<file path="src/sv/sau_pkg.sv">
// Shared types and constants for the strided arrangement unranker.
// Used by every module of the block except sau_ram; depends on nothing.
package sau_pkg;

   localparam int MAX_ELEMENTS  = 16;
   localparam int INDEX_BITS    = 48;
   localparam int ELEM_W        = $clog2(MAX_ELEMENTS);
   localparam int RAD_W         = ELEM_W + 1;
   localparam int NCNT_W        = ELEM_W + 1;
   localparam int CFG_N_W       = 5;
   localparam int CSR_INDEX_W   = 2;
   localparam int NARROW_BITS   = 8;
   localparam int NARROW_CYCLES = (INDEX_BITS + NARROW_BITS - 1) / NARROW_BITS;
   localparam int DIV_W         = NARROW_CYCLES * NARROW_BITS;
   localparam int DIV_CNT_W     = $clog2(DIV_W + 1);
   localparam int STACK_CNT_W   = $clog2(MAX_ELEMENTS + 1);

   localparam logic [CSR_INDEX_W-1:0] CSR_TOTAL  = 2'd0;
   localparam logic [CSR_INDEX_W-1:0] CSR_FIXED  = 2'd1;
   localparam logic [CSR_INDEX_W-1:0] CSR_START  = 2'd2;
   localparam logic [CSR_INDEX_W-1:0] CSR_STRIDE = 2'd3;

   localparam logic OP_NEXT   = 1'b0;
   localparam logic OP_UNRANK = 1'b1;

   localparam logic [CFG_N_W-1:0]    RESET_TOTAL  = 5'd16;
   localparam logic [INDEX_BITS-1:0] RESET_STRIDE = INDEX_BITS'(1);

   typedef enum logic [4:0] {
      S_SETUP,
      S_GROUP,
      S_LOAD_GO,
      S_LOAD_WAIT,
      S_IDLE,
      S_EXH,
      S_MOD_GO,
      S_MOD_WAIT,
      S_STEP,
      S_DSTART,
      S_DIG_GO,
      S_DIG_WAIT,
      S_SW_CHK,
      S_SW_WQ,
      S_SW_WO,
      S_EM_RD,
      S_EM_WR
   } state_type;

   typedef struct packed {
      logic                  start;
      logic                  narrow;
      logic [INDEX_BITS-1:0] dividend;
      logic [INDEX_BITS-1:0] divisor;
   } div_cmd_type;

   typedef struct packed {
      logic                  busy;
      logic                  done;
      logic [INDEX_BITS-1:0] quotient;
      logic [INDEX_BITS-1:0] remainder;
   } div_rsp_type;

   typedef struct packed {
      logic              push;
      logic              pop;
      logic [ELEM_W-1:0] din;
   } stack_ctl_type;

endpackage

</file>
<file path="src/sv/strided_arrangement_unranker.sv">
// Strided arrangement unranker: sequencer, walk state and result register.
// Depends on sau_pkg, sau_divider, sau_digits and sau_ram.
// Item: the modulo by the group size (one bit a cycle), then one narrow division
// per digit for N-M digits, a swap per nonzero digit and one RAM read per
// result word. One item at a time; an exhausted op 0 gives one exhausted word.
// Reset or a write of N, M or start stalls requests while the walk is rebuilt.
module strided_arrangement_unranker (
   input  logic                                 clock,
   input  logic                                 reset,
   input  logic                                 req_valid,
   output logic                                 req_stall,
   input  logic                                 req_op,
   input  logic [sau_pkg::INDEX_BITS-1:0]       req_rank_in,
   output logic                                 rsp_valid,
   input  logic                                 rsp_stall,
   output logic [sau_pkg::ELEM_W-1:0]           rsp_position,
   output logic [sau_pkg::ELEM_W-1:0]           rsp_element,
   output logic [sau_pkg::INDEX_BITS-1:0]       rsp_rank_used,
   output logic                                 rsp_last,
   output logic                                 rsp_exhausted,
   input  logic                                 csr_valid,
   output logic                                 csr_ready,
   input  logic [sau_pkg::CSR_INDEX_W-1:0]      csr_index,
   input  logic [sau_pkg::INDEX_BITS-1:0]       csr_wdata
);

   localparam int IB  = sau_pkg::INDEX_BITS;
   localparam int EW  = sau_pkg::ELEM_W;
   localparam int NW  = sau_pkg::NCNT_W;
   localparam int CW  = sau_pkg::CFG_N_W;
   localparam int RW  = sau_pkg::RAD_W;
   localparam int MAX = sau_pkg::MAX_ELEMENTS;

   sau_pkg::state_type state_ff, state_in;

   logic [CW-1:0] total_ff, total_in;
   logic [CW-1:0] fixed_ff, fixed_in;
   logic [IB-1:0] start_ff, start_in;
   logic [IB-1:0] stride_ff, stride_in;
   logic [IB-1:0] g_ff, g_in;
   logic [IB-1:0] walk_ff, walk_in;
   logic [IB-1:0] steps_ff, steps_in;
   logic [IB-1:0] used_ff, used_in;
   logic [IB-1:0] r_ff, r_in;
   logic [IB:0]   sum_ff, sum_in;
   logic [NW-1:0] gp_ff, gp_in;
   logic [NW-1:0] init_ff, init_in;
   logic [EW-1:0] p_ff, p_in;
   logic [EW-1:0] q_ff, q_in;
   logic [EW-1:0] o_ff, o_in;
   logic [EW-1:0] em_ff, em_in;
   logic [EW-1:0] tmp_ff, tmp_in;
   logic          op_ff, op_in;

   logic          rsp_valid_ff, rsp_valid_in;
   logic [EW-1:0] rsp_position_ff, rsp_position_in;
   logic [EW-1:0] rsp_element_ff, rsp_element_in;
   logic [IB-1:0] rsp_rank_used_ff, rsp_rank_used_in;
   logic          rsp_last_ff, rsp_last_in;
   logic          rsp_exhausted_ff, rsp_exhausted_in;

   logic [NW-1:0]    n_eff;
   logic [EW-1:0]    n_last;
   logic             m_lt_n;
   logic             out_free;
   logic             csr_fire;
   logic             req_fire;
   logic [IB+NW-1:0] g_prod;
   logic [IB-1:0]    step_rank;

   sau_pkg::div_cmd_type   div_cmd;
   sau_pkg::div_rsp_type   div_rsp;
   sau_pkg::stack_ctl_type stk_ctl;
   logic [EW-1:0]          stk_top;
   logic                   stk_empty;

   logic          ram_wr_en;
   logic [EW-1:0] ram_wr_addr;
   logic [EW-1:0] ram_wr_data;
   logic [EW-1:0] ram_rd_addr_a;
   logic [EW-1:0] ram_rd_addr_b;
   logic [EW-1:0] ram_rd_data_a;
   logic [EW-1:0] ram_rd_data_b;

   sau_divider u_div (
      .clock (clock),
      .reset (reset),
      .cmd   (div_cmd),
      .rsp   (div_rsp)
   );

   sau_digits u_digits (
      .clock (clock),
      .reset (reset),
      .ctl   (stk_ctl),
      .top   (stk_top),
      .empty (stk_empty)
   );

   sau_ram #(
      .WIDTH (EW),
      .DEPTH (MAX)
   ) u_arr (
      .clock     (clock),
      .wr_en     (ram_wr_en),
      .wr_addr   (ram_wr_addr),
      .wr_data   (ram_wr_data),
      .rd_addr_a (ram_rd_addr_a),
      .rd_addr_b (ram_rd_addr_b),
      .rd_data_a (ram_rd_data_a),
      .rd_data_b (ram_rd_data_b)
   );

   assign csr_ready = (state_ff == sau_pkg::S_IDLE);
   assign req_stall = (state_ff != sau_pkg::S_IDLE) || csr_valid;
   assign csr_fire  = csr_valid && csr_ready;
   assign req_fire  = req_valid && !req_stall;
   assign out_free  = !rsp_valid_ff || !rsp_stall;

   always_comb begin
      if (total_ff == '0) begin
         n_eff = NW'(1);
      end else if (total_ff > CW'(MAX)) begin
         n_eff = NW'(MAX);
      end else begin
         n_eff = NW'(total_ff);
      end
   end

   assign n_last    = EW'(n_eff - 1'b1);
   assign m_lt_n    = fixed_ff < CW'(n_eff);
   assign g_prod    = (IB+NW)'(g_ff) * (IB+NW)'(gp_ff);
   assign step_rank = (sum_ff >= {1'b0, g_ff}) ? IB'(sum_ff - {1'b0, g_ff}) : sum_ff[IB-1:0];

   always_comb begin
      state_in  = state_ff;
      total_in  = total_ff;
      fixed_in  = fixed_ff;
      start_in  = start_ff;
      stride_in = stride_ff;
      g_in      = g_ff;
      walk_in   = walk_ff;
      steps_in  = steps_ff;
      used_in   = used_ff;
      r_in      = r_ff;
      sum_in    = sum_ff;
      gp_in     = gp_ff;
      init_in   = init_ff;
      p_in      = p_ff;
      q_in      = q_ff;
      o_in      = o_ff;
      em_in     = em_ff;
      tmp_in    = tmp_ff;
      op_in     = op_ff;

      rsp_valid_in     = rsp_valid_ff && rsp_stall;
      rsp_position_in  = rsp_position_ff;
      rsp_element_in   = rsp_element_ff;
      rsp_rank_used_in = rsp_rank_used_ff;
      rsp_last_in      = rsp_last_ff;
      rsp_exhausted_in = rsp_exhausted_ff;

      div_cmd       = '0;
      stk_ctl       = '0;
      ram_wr_en     = 1'b0;
      ram_wr_addr   = q_ff;
      ram_wr_data   = tmp_ff;
      ram_rd_addr_a = q_ff;
      ram_rd_addr_b = o_ff;

      case (state_ff)
         sau_pkg::S_SETUP: begin
            g_in     = IB'(1);
            gp_in    = n_eff;
            state_in = sau_pkg::S_GROUP;
         end
         sau_pkg::S_GROUP: begin
            if (CW'(gp_ff) > fixed_ff && gp_ff != '0) begin
               g_in  = g_prod[IB-1:0];
               gp_in = gp_ff - 1'b1;
            end else begin
               state_in = sau_pkg::S_LOAD_GO;
            end
         end
         sau_pkg::S_LOAD_GO: begin
            div_cmd.start    = 1'b1;
            div_cmd.dividend = start_ff;
            div_cmd.divisor  = g_ff;
            state_in         = sau_pkg::S_LOAD_WAIT;
         end
         sau_pkg::S_LOAD_WAIT: begin
            if (div_rsp.done) begin
               walk_in  = div_rsp.remainder;
               steps_in = '0;
               state_in = sau_pkg::S_IDLE;
            end
         end
         sau_pkg::S_IDLE: begin
            if (csr_fire) begin
               case (csr_index)
                  sau_pkg::CSR_TOTAL: begin
                     total_in = csr_wdata[CW-1:0];
                     state_in = sau_pkg::S_SETUP;
                  end
                  sau_pkg::CSR_FIXED: begin
                     fixed_in = csr_wdata[CW-1:0];
                     state_in = sau_pkg::S_SETUP;
                  end
                  sau_pkg::CSR_START: begin
                     start_in = csr_wdata;
                     state_in = sau_pkg::S_SETUP;
                  end
                  sau_pkg::CSR_STRIDE: begin
                     stride_in = csr_wdata;
                  end
                  default: begin
                  end
               endcase
            end else if (req_fire) begin
               op_in   = req_op;
               init_in = '0;
               r_in    = (req_op == sau_pkg::OP_UNRANK) ? req_rank_in : stride_ff;
               if (req_op == sau_pkg::OP_NEXT && steps_ff >= g_ff) begin
                  state_in = sau_pkg::S_EXH;
               end else begin
                  state_in = sau_pkg::S_MOD_GO;
               end
            end
         end
         sau_pkg::S_EXH: begin
            if (out_free) begin
               rsp_valid_in     = 1'b1;
               rsp_position_in  = '0;
               rsp_element_in   = '0;
               rsp_rank_used_in = '0;
               rsp_last_in      = 1'b1;
               rsp_exhausted_in = 1'b1;
               state_in         = sau_pkg::S_IDLE;
            end
         end
         sau_pkg::S_MOD_GO, sau_pkg::S_MOD_WAIT: begin
            // fill the arrangement with the identity while the divider runs
            if (init_ff < n_eff) begin
               ram_wr_en   = 1'b1;
               ram_wr_addr = init_ff[EW-1:0];
               ram_wr_data = init_ff[EW-1:0];
               init_in     = init_ff + 1'b1;
            end
            if (state_ff == sau_pkg::S_MOD_GO) begin
               div_cmd.start    = 1'b1;
               div_cmd.dividend = r_ff;
               div_cmd.divisor  = g_ff;
               state_in         = sau_pkg::S_MOD_WAIT;
            end else if (div_rsp.done) begin
               if (op_ff == sau_pkg::OP_UNRANK) begin
                  used_in  = div_rsp.remainder;
                  r_in     = div_rsp.remainder;
                  state_in = sau_pkg::S_DSTART;
               end else begin
                  sum_in   = {1'b0, walk_ff} + {1'b0, div_rsp.remainder};
                  state_in = sau_pkg::S_STEP;
               end
            end
         end
         sau_pkg::S_STEP: begin
            walk_in  = step_rank;
            used_in  = step_rank;
            r_in     = step_rank;
            steps_in = steps_ff + 1'b1;
            state_in = sau_pkg::S_DSTART;
         end
         sau_pkg::S_DSTART: begin
            q_in = n_last;
            if (m_lt_n) begin
               p_in     = fixed_ff[EW-1:0];
               state_in = sau_pkg::S_DIG_GO;
            end else begin
               state_in = sau_pkg::S_SW_CHK;
            end
         end
         sau_pkg::S_DIG_GO: begin
            div_cmd.start    = 1'b1;
            div_cmd.narrow   = 1'b1;
            div_cmd.dividend = r_ff;
            div_cmd.divisor  = IB'(RW'(p_ff) + 1'b1);
            state_in         = sau_pkg::S_DIG_WAIT;
         end
         sau_pkg::S_DIG_WAIT: begin
            if (div_rsp.done) begin
               stk_ctl.push = 1'b1;
               stk_ctl.din  = div_rsp.remainder[EW-1:0];
               r_in         = div_rsp.quotient;
               if (p_ff == n_last) begin
                  state_in = sau_pkg::S_SW_CHK;
               end else begin
                  p_in     = p_ff + 1'b1;
                  state_in = sau_pkg::S_DIG_GO;
               end
            end
         end
         sau_pkg::S_SW_CHK: begin
            ram_rd_addr_a = q_ff;
            ram_rd_addr_b = q_ff - stk_top;
            if (stk_empty) begin
               em_in    = '0;
               state_in = sau_pkg::S_EM_RD;
            end else if (stk_top == '0) begin
               stk_ctl.pop = 1'b1;
               q_in        = q_ff - 1'b1;
            end else begin
               stk_ctl.pop = 1'b1;
               o_in        = q_ff - stk_top;
               state_in    = sau_pkg::S_SW_WQ;
            end
         end
         sau_pkg::S_SW_WQ: begin
            ram_wr_en   = 1'b1;
            ram_wr_addr = q_ff;
            ram_wr_data = ram_rd_data_b;
            tmp_in      = ram_rd_data_a;
            state_in    = sau_pkg::S_SW_WO;
         end
         sau_pkg::S_SW_WO: begin
            ram_wr_en   = 1'b1;
            ram_wr_addr = o_ff;
            ram_wr_data = tmp_ff;
            q_in        = q_ff - 1'b1;
            state_in    = sau_pkg::S_SW_CHK;
         end
         sau_pkg::S_EM_RD: begin
            ram_rd_addr_a = em_ff;
            state_in      = sau_pkg::S_EM_WR;
         end
         sau_pkg::S_EM_WR: begin
            ram_rd_addr_a = em_ff;
            if (out_free) begin
               rsp_valid_in     = 1'b1;
               rsp_position_in  = em_ff;
               rsp_element_in   = ram_rd_data_a;
               rsp_rank_used_in = used_ff;
               rsp_last_in      = (em_ff == n_last);
               rsp_exhausted_in = 1'b0;
               if (em_ff == n_last) begin
                  state_in = sau_pkg::S_IDLE;
               end else begin
                  em_in    = em_ff + 1'b1;
                  state_in = sau_pkg::S_EM_RD;
               end
            end
         end
         default: begin
            state_in = sau_pkg::S_IDLE;
         end
      endcase
   end

   always_ff @(posedge clock) begin
      if (reset) begin
         state_ff     <= sau_pkg::S_SETUP;
         total_ff     <= sau_pkg::RESET_TOTAL;
         fixed_ff     <= '0;
         start_ff     <= '0;
         stride_ff    <= sau_pkg::RESET_STRIDE;
         rsp_valid_ff <= 1'b0;
      end else begin
         state_ff     <= state_in;
         total_ff     <= total_in;
         fixed_ff     <= fixed_in;
         start_ff     <= start_in;
         stride_ff    <= stride_in;
         rsp_valid_ff <= rsp_valid_in;
      end
   end

   always_ff @(posedge clock) begin
      g_ff             <= g_in;
      walk_ff          <= walk_in;
      steps_ff         <= steps_in;
      used_ff          <= used_in;
      r_ff             <= r_in;
      sum_ff           <= sum_in;
      gp_ff            <= gp_in;
      init_ff          <= init_in;
      p_ff             <= p_in;
      q_ff             <= q_in;
      o_ff             <= o_in;
      em_ff            <= em_in;
      tmp_ff           <= tmp_in;
      op_ff            <= op_in;
      rsp_position_ff  <= rsp_position_in;
      rsp_element_ff   <= rsp_element_in;
      rsp_rank_used_ff <= rsp_rank_used_in;
      rsp_last_ff      <= rsp_last_in;
      rsp_exhausted_ff <= rsp_exhausted_in;
   end

   assign rsp_valid     = rsp_valid_ff;
   assign rsp_position  = rsp_position_ff;
   assign rsp_element   = rsp_element_ff;
   assign rsp_rank_used = rsp_rank_used_ff;
   assign rsp_last      = rsp_last_ff;
   assign rsp_exhausted = rsp_exhausted_ff;

`ifndef SYNTHESIS
   a_busy_after_accept: assert property (@(posedge clock) disable iff (reset)
      (req_valid && !req_stall) |=> req_stall)
      else $error("request accepted while a word is still being worked");

   a_div_start_idle: assert property (@(posedge clock) disable iff (reset)
      div_cmd.start |-> !div_rsp.busy)
      else $error("divider started while busy");

   a_exhausted_word: assert property (@(posedge clock) disable iff (reset)
      (rsp_valid && rsp_exhausted) |-> (rsp_last && rsp_rank_used == '0))
      else $error("exhausted word not a single final word");
`endif

endmodule

</file>
<file path="src/sv/sau_ram.sv">
// Generic single-write, dual-read RAM with registered read data.
// Stand-alone; no package dependency.
module sau_ram #(
   parameter int WIDTH = 4,
   parameter int DEPTH = 16
) (
   input  logic                     clock,
   input  logic                     wr_en,
   input  logic [$clog2(DEPTH)-1:0] wr_addr,
   input  logic [WIDTH-1:0]         wr_data,
   input  logic [$clog2(DEPTH)-1:0] rd_addr_a,
   input  logic [$clog2(DEPTH)-1:0] rd_addr_b,
   output logic [WIDTH-1:0]         rd_data_a,
   output logic [WIDTH-1:0]         rd_data_b
);

   logic [WIDTH-1:0] mem_ff [DEPTH];

   always_ff @(posedge clock) begin
      if (wr_en) begin
         mem_ff[wr_addr] <= wr_data;
      end
      rd_data_a <= mem_ff[rd_addr_a];
      rd_data_b <= mem_ff[rd_addr_b];
   end

endmodule

</file>
<file path="src/sv/sau_divider.sv">
// Shared iterative divider: one quotient bit per cycle for wide divisors,
// eight bits per cycle for small radix divisors. Depends on sau_pkg.
module sau_divider (
   input  logic                 clock,
   input  logic                 reset,
   input  sau_pkg::div_cmd_type cmd,
   output sau_pkg::div_rsp_type rsp
);

   localparam int IB = sau_pkg::INDEX_BITS;
   localparam int DW = sau_pkg::DIV_W;
   localparam int EW = sau_pkg::ELEM_W;
   localparam int RW = sau_pkg::RAD_W;
   localparam int NB = sau_pkg::NARROW_BITS;
   localparam int CNW = sau_pkg::DIV_CNT_W;

   logic           busy_ff;
   logic           done_ff;
   logic           narrow_ff;
   logic [CNW-1:0] cnt_ff;
   logic [DW-1:0]  quo_ff;
   logic [IB-1:0]  rem_ff;
   logic [IB-1:0]  dvs_ff;

   logic [IB:0]    wide_sh;
   logic [IB:0]    wide_diff;
   logic           wide_ge;
   logic [EW-1:0]  nar_r;
   logic [RW-1:0]  nar_t;
   logic [NB-1:0]  nar_q;

   assign wide_sh   = {rem_ff, quo_ff[DW-1]};
   assign wide_diff = wide_sh - {1'b0, dvs_ff};
   assign wide_ge   = wide_sh >= {1'b0, dvs_ff};

   always_comb begin
      nar_r = rem_ff[EW-1:0];
      nar_t = '0;
      nar_q = '0;
      for (int k = 0; k < NB; k++) begin
         nar_t = {nar_r, quo_ff[DW-1-k]};
         if (nar_t >= dvs_ff[RW-1:0]) begin
            nar_q[NB-1-k] = 1'b1;
            nar_r = EW'(nar_t - dvs_ff[RW-1:0]);
         end else begin
            nar_r = nar_t[EW-1:0];
         end
      end
   end

   always_ff @(posedge clock) begin
      if (reset) begin
         busy_ff <= 1'b0;
         done_ff <= 1'b0;
      end else begin
         done_ff <= 1'b0;
         if (cmd.start) begin
            busy_ff <= 1'b1;
         end else if (busy_ff && cnt_ff == CNW'(1)) begin
            busy_ff <= 1'b0;
            done_ff <= 1'b1;
         end
      end
   end

   always_ff @(posedge clock) begin
      if (cmd.start) begin
         narrow_ff <= cmd.narrow;
         quo_ff    <= DW'(cmd.dividend);
         rem_ff    <= '0;
         dvs_ff    <= cmd.divisor;
         cnt_ff    <= cmd.narrow ? CNW'(sau_pkg::NARROW_CYCLES) : CNW'(DW);
      end else if (busy_ff) begin
         cnt_ff <= cnt_ff - 1'b1;
         if (narrow_ff) begin
            quo_ff <= {quo_ff[DW-NB-1:0], nar_q};
            rem_ff <= IB'(nar_r);
         end else begin
            quo_ff <= {quo_ff[DW-2:0], wide_ge};
            rem_ff <= wide_ge ? wide_diff[IB-1:0] : wide_sh[IB-1:0];
         end
      end
   end

   assign rsp.busy      = busy_ff;
   assign rsp.done      = done_ff;
   assign rsp.quotient  = quo_ff[IB-1:0];
   assign rsp.remainder = rem_ff;

endmodule

</file>
<file path="src/sv/sau_digits.sv">
// Last-in first-out store of mixed-radix digits, top entry at a fixed tap.
// Depends on sau_pkg.
module sau_digits (
   input  logic                             clock,
   input  logic                             reset,
   input  sau_pkg::stack_ctl_type           ctl,
   output logic [sau_pkg::ELEM_W-1:0]       top,
   output logic                             empty
);

   localparam int DEPTH = sau_pkg::MAX_ELEMENTS;
   localparam int EW    = sau_pkg::ELEM_W;
   localparam int SCW   = sau_pkg::STACK_CNT_W;

   logic [EW-1:0]  st_ff [DEPTH];
   logic [SCW-1:0] count_ff;

   always_ff @(posedge clock) begin
      if (reset) begin
         count_ff <= '0;
      end else if (ctl.push) begin
         count_ff <= count_ff + 1'b1;
      end else if (ctl.pop) begin
         count_ff <= count_ff - 1'b1;
      end
   end

   always_ff @(posedge clock) begin
      if (ctl.push) begin
         st_ff[0] <= ctl.din;
         for (int i = 1; i < DEPTH; i++) begin
            st_ff[i] <= st_ff[i-1];
         end
      end else if (ctl.pop) begin
         for (int i = 0; i < DEPTH - 1; i++) begin
            st_ff[i] <= st_ff[i+1];
         end
      end
   end

   assign top   = st_ff[0];
   assign empty = (count_ff == '0);

endmodule
</file>
<file path="config.mk">
export PLATFORM = sky130hd
export DESIGN_NAME = strided_arrangement_unranker
export DESIGN_NICKNAME = d
export VERILOG_FILES = /design/src/sv/sau_pkg.sv /design/src/sv/strided_arrangement_unranker.sv /design/src/sv/sau_ram.sv /design/src/sv/sau_divider.sv /design/src/sv/sau_digits.sv
export SDC_FILE = /design/constraint.sdc
export NUM_CORES = 2
export LEC_CHECK = 0
export ABC_AREA = 1
export BUFFER_PORTS_ARGS = -buffer_cell sky130_fd_sc_hd__buf_2
export CORE_MARGIN = 2
export CORE_UTILIZATION = 46
export CTS_BUF_LIST = sky130_fd_sc_hd__clkbuf_2 sky130_fd_sc_hd__clkbuf_4 sky130_fd_sc_hd__clkbuf_8
export CTS_CLUSTER_SIZE = 8
export DETAILED_ROUTE_END_ITERATION = 8
export PLACE_DENSITY = 0.67
export RECOVER_POWER = 25
export REMOVE_ABC_BUFFERS = 1
export SYNTH_ARGS = -nofsm -noshare
export SYNTH_HDL_FRONTEND = slang
export SYNTH_SLANG_ARGS = --single-unit
</file>
<file path="constraint.sdc">
create_clock -name clock -period 18.8 [get_ports clock]
set_input_delay 2.82 -clock clock [delete_from_list [all_inputs] [get_ports clock]]
set_output_delay 2.82 -clock clock [all_outputs]
set_load 0.1 [all_outputs]
</file>
==> flow_summary.html <==
<table>
<tr><th>Metric</th><th>Value</th></tr>
<tr><th colspan="2">Placement</th></tr>
<tr><td>Number of placed instances with taps included</td><td>9130</td></tr>
<tr><td>Detail Placement HPWL</td><td>154000 um</td></tr>
<tr><td>Final GP Congestion</td><td>1.05</td></tr>
<tr><td>Port buffer count</td><td>164</td></tr>
<tr><th colspan="2">STA</th></tr>
<tr><td>Final setup violation count</td><td>0</td></tr>
<tr><td>Final Max Tran Viols</td><td>477</td></tr>
<tr><td>Final setup skew</td><td>0.0483 ns</td></tr>
<tr><td>Worst Tran Pin Value</td><td>3.81 ns</td></tr>
<tr><td>Summed negative setup slack over all endpoints</td><td>0 ns</td></tr>
<tr><td>Final hold vios</td><td>0</td></tr>
<tr><td>Final Cycle Share</td><td>68.5%</td></tr>
<tr><td>RSZ-0062 raised after global routing</td><td>no</td></tr>
<tr><td>Relative max-transition margin</td><td>-154%</td></tr>
<tr><td>Highest clock frequency the design can meet</td><td>77.7 MHz</td></tr>
<tr><td>Final worst path period need</td><td>12.88 ns</td></tr>
<tr><th colspan="2">Clock tree</th></tr>
<tr><td>CTS Root Cell</td><td>sky130_fd_sc_hd__clkbuf_8</td></tr>
<tr><td>CTS Hold Bufs</td><td>0</td></tr>
<tr><td>Buffer levels on the longest clock path</td><td>3</td></tr>
<tr><td>Clock input transition at the sequential cells of the worst setup and hold paths</td><td>0.07 ns</td></tr>
<tr><td>Number of setup buffers added after CTS</td><td>0</td></tr>
<tr><td>Clk sink count</td><td>784</td></tr>
<tr><td>TritonCTS clock tree</td><td>done</td></tr>
<tr><td>Htree depth</td><td>4</td></tr>
<tr><td>Number of instances resized during post-cts repair</td><td>0</td></tr>
<tr><td>Insertion delay to the later sink of the worst-skew pair</td><td>0.89 ns</td></tr>
<tr><td>Total CTS buffers</td><td>146</td></tr>
<tr><th colspan="2">Synthesis</th></tr>
<tr><td>Proportion of synthesized flip-flops having asynchronous set or reset</td><td>0%</td></tr>
<tr><td>Most used flip-flop cell after synthesis</td><td>sky130_fd_sc_hd__edfxtp_1</td></tr>
<tr><td>Gate Count Post-Synth</td><td>7499</td></tr>
<tr><td>Number of distinct library cell variants in the gate-level netlist after synthesis</td><td>58</td></tr>
<tr><td>Number of warnings reported in the yosys synthesis log</td><td>0</td></tr>
<tr><td>Post-synthesis cell area</td><td>56300 sq um</td></tr>
<tr><td>Average footprint of a synthesized cell</td><td>7.51 sq um</td></tr>
<tr><td>Sequential-to-total area share from yosys stat</td><td>38.7%</td></tr>
<tr><td>Number of synthesized flops with an enable pin</td><td>609</td></tr>
<tr><td>Flops &amp; latches, synth</td><td>784</td></tr>
<tr><th colspan="2">Floorplan</th></tr>
<tr><td>Starting Density</td><td>46.3%</td></tr>
<tr><td>Cell Rows</td><td>128</td></tr>
<tr><td>Core footprint</td><td>122000 sq um</td></tr>
<tr><td>IO Pins</td><td>165</td></tr>
<tr><td>Die boundary width</td><td>354 um</td></tr>
<tr><td>DIE AREA</td><td>125000 sq um</td></tr>
<tr><td>Y dimension of the die</td><td>354 um</td></tr>
<tr><th colspan="2">Final layout</th></tr>
<tr><td>Share of final-layout standard cells stronger than drive strength 1</td><td>6.64%</td></tr>
<tr><td>Fin nets</td><td>8206</td></tr>
<tr><td>Count of fill cells added during filler insertion</td><td>11968</td></tr>
<tr><td>Layout overhead on the synthesized area</td><td>9.64%</td></tr>
<tr><td>Non-Filler Instances</td><td>9405</td></tr>
<tr><th colspan="2">GRT</th></tr>
<tr><td>Global-route usage over all layers</td><td>31.4%</td></tr>
<tr><td>Number of antenna violations at the first check in global routing</td><td>6</td></tr>
<tr><td>Maximum number of pins on one net before global-route repair</td><td>95</td></tr>
<tr><td>Overflow left after global routing</td><td>0</td></tr>
<tr><td>First-pass GRT wire length</td><td>300000 um</td></tr>
<tr><td>Vias in the first global route</td><td>50220</td></tr>
<tr><th colspan="2">Critical path</th></tr>
<tr><td>Stage delay of the slowest cell on the critical path</td><td>0.73 ns</td></tr>
<tr><td>Cell class contributing the biggest share of worst-path delay</td><td>compound AO/OA/AOI/OAI gates</td></tr>
<tr><td>Type of destination of the critical path</td><td>register</td></tr>
<tr><td>Crit start category</td><td>register</td></tr>
<tr><td>Crit path max fanout</td><td>10</td></tr>
<tr><td>Bufs and invs on worst path</td><td>7</td></tr>
<tr><td>Required time of the critical path</td><td>19.52 ns</td></tr>
<tr><td>Cell count of the worst reg-to-reg path</td><td>65</td></tr>
<tr><td>Most common cell on crit path</td><td>sky130_fd_sc_hd__nand2_1</td></tr>
<tr><td>Number of cells on the critical path</td><td>65</td></tr>
<tr><td>Critical path type</td><td>reg -&gt; reg</td></tr>
<tr><td>Slowest stage cell on the critical path</td><td>sky130_fd_sc_hd__edfxtp_1</td></tr>
<tr><td>Critical path arrival</td><td>13.59 ns</td></tr>
<tr><th colspan="2">Routing</th></tr>
<tr><td>DRC violation total after the first TritonRoute iteration</td><td>5041</td></tr>
<tr><td>DRC Markers</td><td>0</td></tr>
<tr><td>Number of search-and-repair iterations in the first detailed-routing pass</td><td>6</td></tr>
<tr><td>Final ANT Viol Nets</td><td>0</td></tr>
<tr><td>Post-detailed-route wirelength per cell</td><td>21.2 um</td></tr>
<tr><td>Detailed-route vias per instance</td><td>5.53</td></tr>
<tr><td>Routed wire length</td><td>199000 um</td></tr>
<tr><td>Total via count in the routed design</td><td>51984</td></tr>
<tr><th colspan="2">Job</th></tr>
<tr><td>Max cap viols</td><td>10</td></tr>
<tr><th colspan="2">Status</th></tr>
<tr><td>Run status</td><td>complete, but fails checks</td></tr>
<tr><td>Violated checks</td><td>max-capacitance violations, max-slew violations</td></tr>
<tr><th colspan="2">Min path</th></tr>
<tr><td>Hold Path Depth</td><td>0</td></tr>
<tr><td>Min-delay worst type</td><td>reg -&gt; reg</td></tr>
</table>
-- per-stage QoR --
stage               utilization (%)  hold slack (ns)  worst slack (ns)  cell area [sq um]
floorplan                         -            0.408              8.69              55400
global placement               48.3            0.417              5.97              58700
detailed placement             48.3            0.435              6.00              58700
CTS                            50.8            0.449              5.93              61800
global route                   50.8            0.453              4.73              61700
finish                         50.8            0.442              5.92              61700
-- layer usage --
metal / vias up / global-route usage [%] / wire length [um]
li1: 24857 / - / -
met1: 24710 / 43.3 / 87700
met2: 2049 / 49.5 / 89400
met3: 366 / 4.70 / 14100
met4: 2 / 12.6 / 7920
met5: - / 0 / 17
-- placed cells by master, fill, tap and decap left out, types with 8 or more instances in the layout --
| master | instances |
|---|---|
| sky130_fd_sc_hd__dfxtp_1 | 175 |
| sky130_fd_sc_hd__o221ai_1 | 18 |
| sky130_fd_sc_hd__inv_1 | 1182 |
| sky130_fd_sc_hd__xor2_1 | 61 |
| sky130_fd_sc_hd__o21bai_1 | 27 |
| sky130_fd_sc_hd__a21oi_1 | 437 |
| sky130_fd_sc_hd__or2_2 | 14 |
| sky130_fd_sc_hd__a22oi_1 | 50 |
| sky130_fd_sc_hd__clkinv_2 | 19 |
| sky130_fd_sc_hd__xnor2_1 | 70 |
| sky130_fd_sc_hd__nand2_1 | 2147 |
| sky130_fd_sc_hd__o22ai_1 | 9 |
| sky130_fd_sc_hd__o21a_1 | 21 |
| sky130_fd_sc_hd__buf_4 | 43 |
| sky130_fd_sc_hd__clkbuf_8 | 158 |
| sky130_fd_sc_hd__o21ai_0 | 534 |
| sky130_fd_sc_hd__and3_1 | 8 |
| sky130_fd_sc_hd__a31oi_1 | 27 |
| sky130_fd_sc_hd__nand3_1 | 299 |
| sky130_fd_sc_hd__nand4_1 | 181 |
| sky130_fd_sc_hd__nor3_1 | 73 |
| sky130_fd_sc_hd__a21boi_0 | 11 |
| sky130_fd_sc_hd__inv_2 | 15 |
| sky130_fd_sc_hd__clkbuf_4 | 56 |
| sky130_fd_sc_hd__nor2_1 | 665 |
| sky130_fd_sc_hd__o21ai_1 | 12 |
| sky130_fd_sc_hd__nor4_1 | 23 |
| sky130_fd_sc_hd__o211ai_1 | 50 |
| sky130_fd_sc_hd__a21o_1 | 31 |
| sky130_fd_sc_hd__nor3b_1 | 8 |
| sky130_fd_sc_hd__fa_1 | 143 |
| sky130_fd_sc_hd__clkbuf_1 | 12 |
| sky130_fd_sc_hd__nand3b_1 | 15 |
| sky130_fd_sc_hd__edfxtp_1 | 609 |
| sky130_fd_sc_hd__buf_2 | 164 |
| sky130_fd_sc_hd__clkinv_1 | 24 |
| sky130_fd_sc_hd__ha_1 | 306 |
-- path summary, 6_finish.rpt --
kind                                          from              end  slack [ns]
worst max-delay path               u_div.dvs_ff[1]  u_div.rem_ff[2]        5.92
worst min-delay path            u_arr.rd_data_a[1]        tmp_ff[1]        0.44
worst max register to register     u_div.dvs_ff[1]  u_div.rem_ff[2]        5.92
worst min register to register  u_arr.rd_data_a[1]        tmp_ff[1]        0.44
-- cell families after synthesis --
logic type | after synthesis | share of synthesized area, %
buffers and inverters | 1416 | 9.63
flip-flops | 784 | 38.7
adder cells (fa/ha/maj) | 449 | 11.9
XOR/XNOR | 131 | 2.04
AND/OR/NAND/NOR | 3470 | 25.4
multiplexers | 1 | 0.0178
AO/OA/AOI/OAI | 1248 | 12.3
-- worst register-to-register path, delay by kind of cell (launching register included) --
family	cells	cell delay (ns)
flops	1	0.73
fa+ha+maj	8	2.68
buf+inv	7	1.20
simple gates	27	2.98
compound gates	23	5.16
-- state kept, by name (all words and copies together) (netlist names), 48 cells and up --
signal	cells
g_ff	48
r_ff	48
rsp_rank_used	48
start_ff	48
steps_ff	48
stride_ff	48
sum_ff	49
u_arr.mem_ff	64
u_digits.st_ff	64
u_div.dvs_ff	48
u_div.quo_ff	48
u_div.rem_ff	48
used_ff	48
walk_ff	48
-- final cells by class --
class                   instances  area [sq um]  share of cell area, %
clock inverters                56           469                  0.760
clock buffers                 214          2590                   4.21
flip-flops and latches        784         21800                   35.3
well taps                    1625          2030                   3.30
inverters                    1203          4520                   7.32
multi-input cells            5299         29100                   47.2
diodes                          5          12.5                 0.0203
repair buffers                219          1190                   1.93
-- Yosys cell counts, types with 61 or more instances --
cell type	instances	area, sq um
sky130_fd_sc_hd__dfxtp_1	175	3500
sky130_fd_sc_hd__nor3_1	72	360
sky130_fd_sc_hd__nand4_1	181	1130
sky130_fd_sc_hd__fa_1	143	2860
sky130_fd_sc_hd__buf_2	63	315
sky130_fd_sc_hd__inv_1	1180	4430
sky130_fd_sc_hd__xnor2_1	70	613
sky130_fd_sc_hd__nand3_1	298	1490
sky130_fd_sc_hd__nor2_1	663	2490
sky130_fd_sc_hd__o21ai_0	534	2670
sky130_fd_sc_hd__edfxtp_1	609	18300
sky130_fd_sc_hd__a21oi_1	438	2190
sky130_fd_sc_hd__nand2_1	2148	8060
sky130_fd_sc_hd__clkbuf_1	120	450
sky130_fd_sc_hd__ha_1	306	3830
sky130_fd_sc_hd__xor2_1	61	534
Power is not shown: default switching activity piles up to over one toggle a cycle in this logic, so the estimate is an artifact.
